$ cat src/sv/tdq_pkg.sv
package tdq_pkg;

	localparam int MODE_W   = 2;
	localparam int STATUS_W = 2;
	localparam int OFFSET_W = 32;

	localparam logic [MODE_W-1:0] MODE_SET    = 2'd0;
	localparam logic [MODE_W-1:0] MODE_DELETE = 2'd1;
	localparam logic [MODE_W-1:0] MODE_POLL   = 2'd2;

	localparam logic [STATUS_W-1:0] ST_OK   = 2'd0;
	localparam logic [STATUS_W-1:0] ST_MISS = 2'd1;
	localparam logic [STATUS_W-1:0] ST_FULL = 2'd2;

	typedef struct packed {
		logic                load;
		logic                add;
		logic                store;
		logic                scan_init;
		logic                cmp_init;
		logic                walk;
		logic                eval;
		logic                move;
		logic                retire;
		logic                post;
		logic [STATUS_W-1:0] st;
	} cmd_t;

	typedef struct packed {
		logic [MODE_W-1:0] mode;
		logic              full;
		logic              empty;
		logic              walk_done;
		logic              found;
	} stat_t;

endpackage

$ cat src/sv/tdq_ctrl.sv
module tdq_ctrl (
	input  logic           clk,
	input  logic           arst_n,
	input  logic           start,
	input  tdq_pkg::stat_t stat,
	output tdq_pkg::cmd_t  cmd,
	output logic           busy
);

	typedef enum logic [5:0] {
		S_IDLE    = 6'b000001,
		S_DECODE  = 6'b000010,
		S_STORE   = 6'b000100,
		S_SCAN    = 6'b001000,
		S_PICK    = 6'b010000,
		S_COMPACT = 6'b100000
	} state_t;

	state_t state_q, state_d;

	always_ff @(posedge clk or negedge arst_n) begin
		if (!arst_n) begin
			state_q <= S_IDLE;
		end else begin
			state_q <= state_d;
		end
	end

	always_comb begin
		state_d = state_q;
		cmd     = '0;
		cmd.st  = tdq_pkg::ST_MISS;
		unique case (state_q)
			S_IDLE: begin
				if (start) begin
					cmd.load = 1'b1;
					state_d  = S_DECODE;
				end
			end
			S_DECODE: begin
				unique case (stat.mode) inside
					tdq_pkg::MODE_SET: begin
						if (stat.full) begin
							cmd.post = 1'b1;
							cmd.st   = tdq_pkg::ST_FULL;
							state_d  = S_IDLE;
						end else begin
							cmd.add = 1'b1;
							state_d = S_STORE;
						end
					end
					tdq_pkg::MODE_DELETE, tdq_pkg::MODE_POLL: begin
						if (stat.empty) begin
							cmd.post = 1'b1;
							state_d  = S_IDLE;
						end else begin
							cmd.scan_init = 1'b1;
							state_d       = S_SCAN;
						end
					end
					default: begin
						cmd.post = 1'b1;
						state_d  = S_IDLE;
					end
				endcase
			end
			S_STORE: begin
				cmd.store = 1'b1;
				cmd.post  = 1'b1;
				cmd.st    = tdq_pkg::ST_OK;
				state_d   = S_IDLE;
			end
			S_SCAN: begin
				cmd.walk = 1'b1;
				cmd.eval = 1'b1;
				if (stat.walk_done) begin
					state_d = S_PICK;
				end
			end
			S_PICK: begin
				if (stat.found) begin
					cmd.cmp_init = 1'b1;
					state_d      = S_COMPACT;
				end else begin
					cmd.post = 1'b1;
					state_d  = S_IDLE;
				end
			end
			S_COMPACT: begin
				cmd.walk = 1'b1;
				cmd.move = 1'b1;
				if (stat.walk_done) begin
					cmd.retire = 1'b1;
					cmd.post   = 1'b1;
					cmd.st     = tdq_pkg::ST_OK;
					state_d    = S_IDLE;
				end
			end
			default: begin
				state_d = S_IDLE;
			end
		endcase
	end

	assign busy = (state_q != S_IDLE);

endmodule

$ cat config.mk
export PLATFORM = sky130hd
export DESIGN_NAME = tdq_ctrl
export DESIGN_NICKNAME = d
export VERILOG_FILES = /design/src/sv/tdq_pkg.sv /design/src/sv/tdq_ctrl.sv
export SDC_FILE = /design/constraint.sdc
export NUM_CORES = 1
export LEC_CHECK = 0
export ABC_AREA = 1
export BUFFER_PORTS_ARGS = -buffer_cell sky130_fd_sc_hd__buf_2
export CAP_MARGIN = 20
export CORE_AREA = 2 2 39 41
export CTS_CLUSTER_DIAMETER = 40
export DETAILED_ROUTE_END_ITERATION = 8
export DIE_AREA = 0 0 41 43
export PLACE_DENSITY = 0.72
export SLEW_MARGIN = 20
export SYNTH_ARGS = -nofsm -noshare
export SYNTH_HDL_FRONTEND = slang
export SYNTH_SLANG_ARGS = --single-unit
$ cat constraint.sdc
create_clock -name clk -period 1.6 [get_ports clk]
set_input_delay 0.08 -clock clk [delete_from_list [all_inputs] [get_ports clk]]
set_output_delay 0.08 -clock clk [all_outputs]
set_load 0.005 [all_outputs]
* Word-level counts from Yosys, hierarchy flattened *
Cells that the tools add are included.
W data, S select, Z words.

storage, ports and cells
  output and inout port bits = 13
  logic and storage cells = 47
  bits in registers = 6

operators by class
  mux-type cells = 30
  equality and inequality tests = 12
  reduce and logical (&&, ||, !) cells = 4

operator list
  operator              number
  $pmux W6 S5           1
  $mux W6               4
  $mux W1               15
  $pmux W6 S2           1
  $mux W4               2
  $eq A6 B1 Y1 const B  1
  $eq A6 B2 Y1 const B  1
  $eq A6 B3 Y1 const B  1
  $eq A6 B4 Y1 const B  1
  $eq A6 B5 Y1 const B  1
  $eq A6 B6 Y1 const B  1
  $mux W3               2
  $ne A2 B2 Y1 const B  3
  $ne A6 B1 Y1 const B  1
  $pmux W2 S3           1
  $mux W2               2
  $pmux W1 S4           1
  $reduce_or A2 Y1      2
  $reduce_and A3 Y1     1
  $eq A2 B1 Y1 const B  1
  $eq A2 B2 Y1 const B  1
  $logic_not A2 Y1      1
  $pmux W1 S2           1

* Logic depth before layout (Yosys ltp) *
  depth after elaboration = 4
  gate-level depth with buffers = 10

* Worst setup path after synthesis *
Ideal clock, no wire load.

  path type = reg2reg
  start point = reg state_q[0]
  end point = reg state_q[3]
  slack = 415 ps
  cell stages (with the launch flop) = 8
  clock period less this slack = 1185 ps
  path buffers = 0
  arrival = 1072 ps
  required time = 1487 ps
  cells stage by stage = dfstp_2 -> inv_1 -> nor2_1 -> nand3_2 -> nand2_2 -> nand2_1 -> nand2_1 -> inv_1

on the way
  word-level cells in the longest chain between the ends = 3
  elaborated cells between the ends (all ways) = 10
  classes of those cells = eq/ne: 8; mux: 1; reduce/logical: 1

ends and longest elaborated chain
  item                                        line            RTL
  from (decl)                                 tdq_ctrl.sv:19  state_t state_q, state_d;
  from (signal assigned)                      tdq_ctrl.sv:25  state_q <= state_d;
  $eq A6 B4 Y1, or another cell as far along  tdq_ctrl.sv:33  unique case (state_q)
  $ne A2 B2 Y1 (no line)                      --
  $reduce_and A3 Y1 (no line)                 --

Parallel ways exist; a longest one is shown, timed or not.
A chain may end at the register's enable or synchronous reset.

==> results.json <==
{
  "syn2layout_area_growth_pct": 27.9,
  "final_core_util_pct": 53.5,
  "cellPowerDensity_mw_per_mm2": 1220,
  "antenna_cells": 0,
  "setup_slack_ns": 0.116,
  "die_h_um": 43,
  "cts_buffers": 3,
  "grt-ovfl-total": 0,
  "synth.distinct_cells": 19,
  "remaining_drc_errors": 0,
  "peakVddDrop_mv": 0.814,
  "setup.worst_path.class": "flip-flop to output port",
  "routed_wl_um": 1210,
  "yosysTopAreaCell": "dfrtp_1",
  "drive_gt1_share_pct": 40.4,
  "vias": 584,
  "synth_nets": 94,
  "maxSlewViolCount": 0,
  "regArea_um2": 151,
  "tns_ns": 0,
  "syn_avg_cell_area_um2": 6.98,
  "cts_sinks": 6,
  "yosysSeqAreaShare_pct": 26.1,
  "clk_latency_ns": 0.26,
  "syn-cell-area_um2": 579,
  "antenna_left": 0,
  "dp_cells": 120,
  "die_w_um": 41,
  "finalPower_uw": 906,
  "layoutNonFillerInstCount": 125,
  "grt_pass1_vias": 513,
  "clock_path_buffers": 2,
  "dr.pass1.iters": 4,
  "coreArea_mm2": 0.00138,
  "grt.total_usage_pct": 17.4,
  "first_iter_violations": 5,
  "gp_congestion": 0.824,
  "clk_pin_slew_ns": 0.06,
  "multi_input_area_um2": 353,
  "critPathLaunchType": "flip-flop",
  "cp_data_arrival_time_ns": 1.40,
  "hold_path.class": "input port to flip-flop",
  "dpl.hpwl_um": 1010,
  "top_register": "state_q",
  "yosysWarnings": 0,
  "cellLeakagePower_uw": 0.000467,
  "grt_max_degree": 7,
  "max_cap_violations": 0,
  "cts_resized": 0,
  "async_flop_share_pct": 100,
  "worst-slew-pin-transition_ns": 0.243,
  "cts_tree": "built",
  "io_buffer_count": 21,
  "synth_top_area_share_pct": 21.6,
  "die_area_mm2": 0.00176,
  "status": "complete, no violations",
  "fmax_mhz": 674,
  "wl_per_cell_um": 9.65,
  "cts-root-buf": "clkbuf_4",
  "min_period_ns": 1.48,
  "initial_core_util_pct": 41.9,
  "synth_common_cells": "inv_1, nor2_1, nand2_1",
  "rows": 14,
  "path_max_fanout": 5,
  "ys_ff_latch": 6,
  "nets": 121,
  "hold_viol": 0,
  "vias_per_cell": 4.67,
  "ys.flop_type": "dfrtp_1",
  "fillers": 139,
  "synthTopCellsByArea": "dfrtp_1, inv_1, nor2_1",
  "synth_edf_count": 0,
  "setup_violations": 0,
  "reg.largest.list": "state_q (6)",
  "synth_most_common_cell": "inv_1",
  "place_ws_ns": 0.347,
  "io_pins": 22,
  "antenna_found_initial": 0,
  "cp.required_ns": 1.52,
  "rsz0062_at_grt": "false",
  "period_share_pct": 92.7,
  "cp-end-kind": "output port",
  "skew_ns": 0.0145,
  "h-tree-depth": 1,
  "largest_reg_flops": 6,
  "synth_cells": 83,
  "relSlewSlack_pct": 83.8,
  "grt_pass1_wl_um": 2050
}
[cell families after synthesis]
group / Yosys count / share of synthesized area, %
adders and majority gates: 2 / 4.32
buffers and inverters: 20 / 13.0
AOI/OAI and AO/OA: 3 / 2.59
and+or+nand+nor: 52 / 54.0
DFF: 6 / 26.1
[path summary, 6_finish.rpt]
kind                                           to              startpoint  cells past startpoint  slack, ns
setup reg to reg           state_q[3]$_DFFE_PN0P_  state_q[0]$_DFFE_PN1P_                      7       0.35
setup / recovery                           cmd[0]  state_q[4]$_DFFE_PN0P_                      5       0.12
hold / removal             state_q[2]$_DFFE_PN0P_                 stat[3]                      2       0.01
hold reg to reg            state_q[3]$_DFFE_PN0P_  state_q[3]$_DFFE_PN0P_                      4       0.64
min in group asynchronous  state_q[1]$_DFFE_PN0P_                  arst_n                      2       0.18
max in group asynchronous  state_q[0]$_DFFE_PN1P_                  arst_n                      2       1.18
[critical path, cell delays in order (launching register included)]
cell     delay (ns)
dfrtp_1        0.44
nor2_4         0.20
nand3_2        0.16
nor2_1         0.14
o21ai_0        0.09
buf_2          0.13
[cell usage in the layout, fill, tap and decap left out, drive strengths merged]
cell         instances
nand4                4
nor2                21
nand3                6
nor3                 2
nor4                 1
clkbuf               4
dfstp                1
inv                 20
o21ai                3
dfrtp                5
ha                   2
dlygate4sd3          1
nand2               18
buf                 21
[repair_timing]
action / 4_1_cts / 5_1_grt
setup buffers: 0 / 0
endpoints found under the hold margin: 6 / 0
setup endpoints to repair: 0 / 1
hold buffers: 1 / 0
[cell type report]
class / instances / share of cell area, %
Timing Repair Buffer: 22 / 15.5
Inverter: 20 / 10.1
Tap cell: 16 / 2.70
Sequential cell: 6 / 20.4
Clock buffer: 4 / 3.55
Multi-Input combinational cell: 57 / 47.6
[metal layers]
layer  wire length (um)  share of wire [%]  global-route usage, %
met1                530                 44                   22.3
met3                 55                4.6                   2.09
met4                 38                3.2                   12.0
met5                  0                  0                      0
met2                582                 48                   25.6
[power by group]
group          internal (uW)  switching [uW]
clock                   95.1            64.5
combinational            183             310
sequential               202            51.5
[stage by stage]
| stage | cell area, um2 | hold WS, ns |
|---|---|---|
| finish | 741 | 0.0145 |
| global route | 741 | 0.0172 |
| CTS | 741 | 0.00179 |
| detailed placement | 704 | -0.0873 |
| global placement | 704 | -0.0902 |
| floorplan | 579 | -0.216 |
Note: power is estimated with default switching activity, not from simulation.
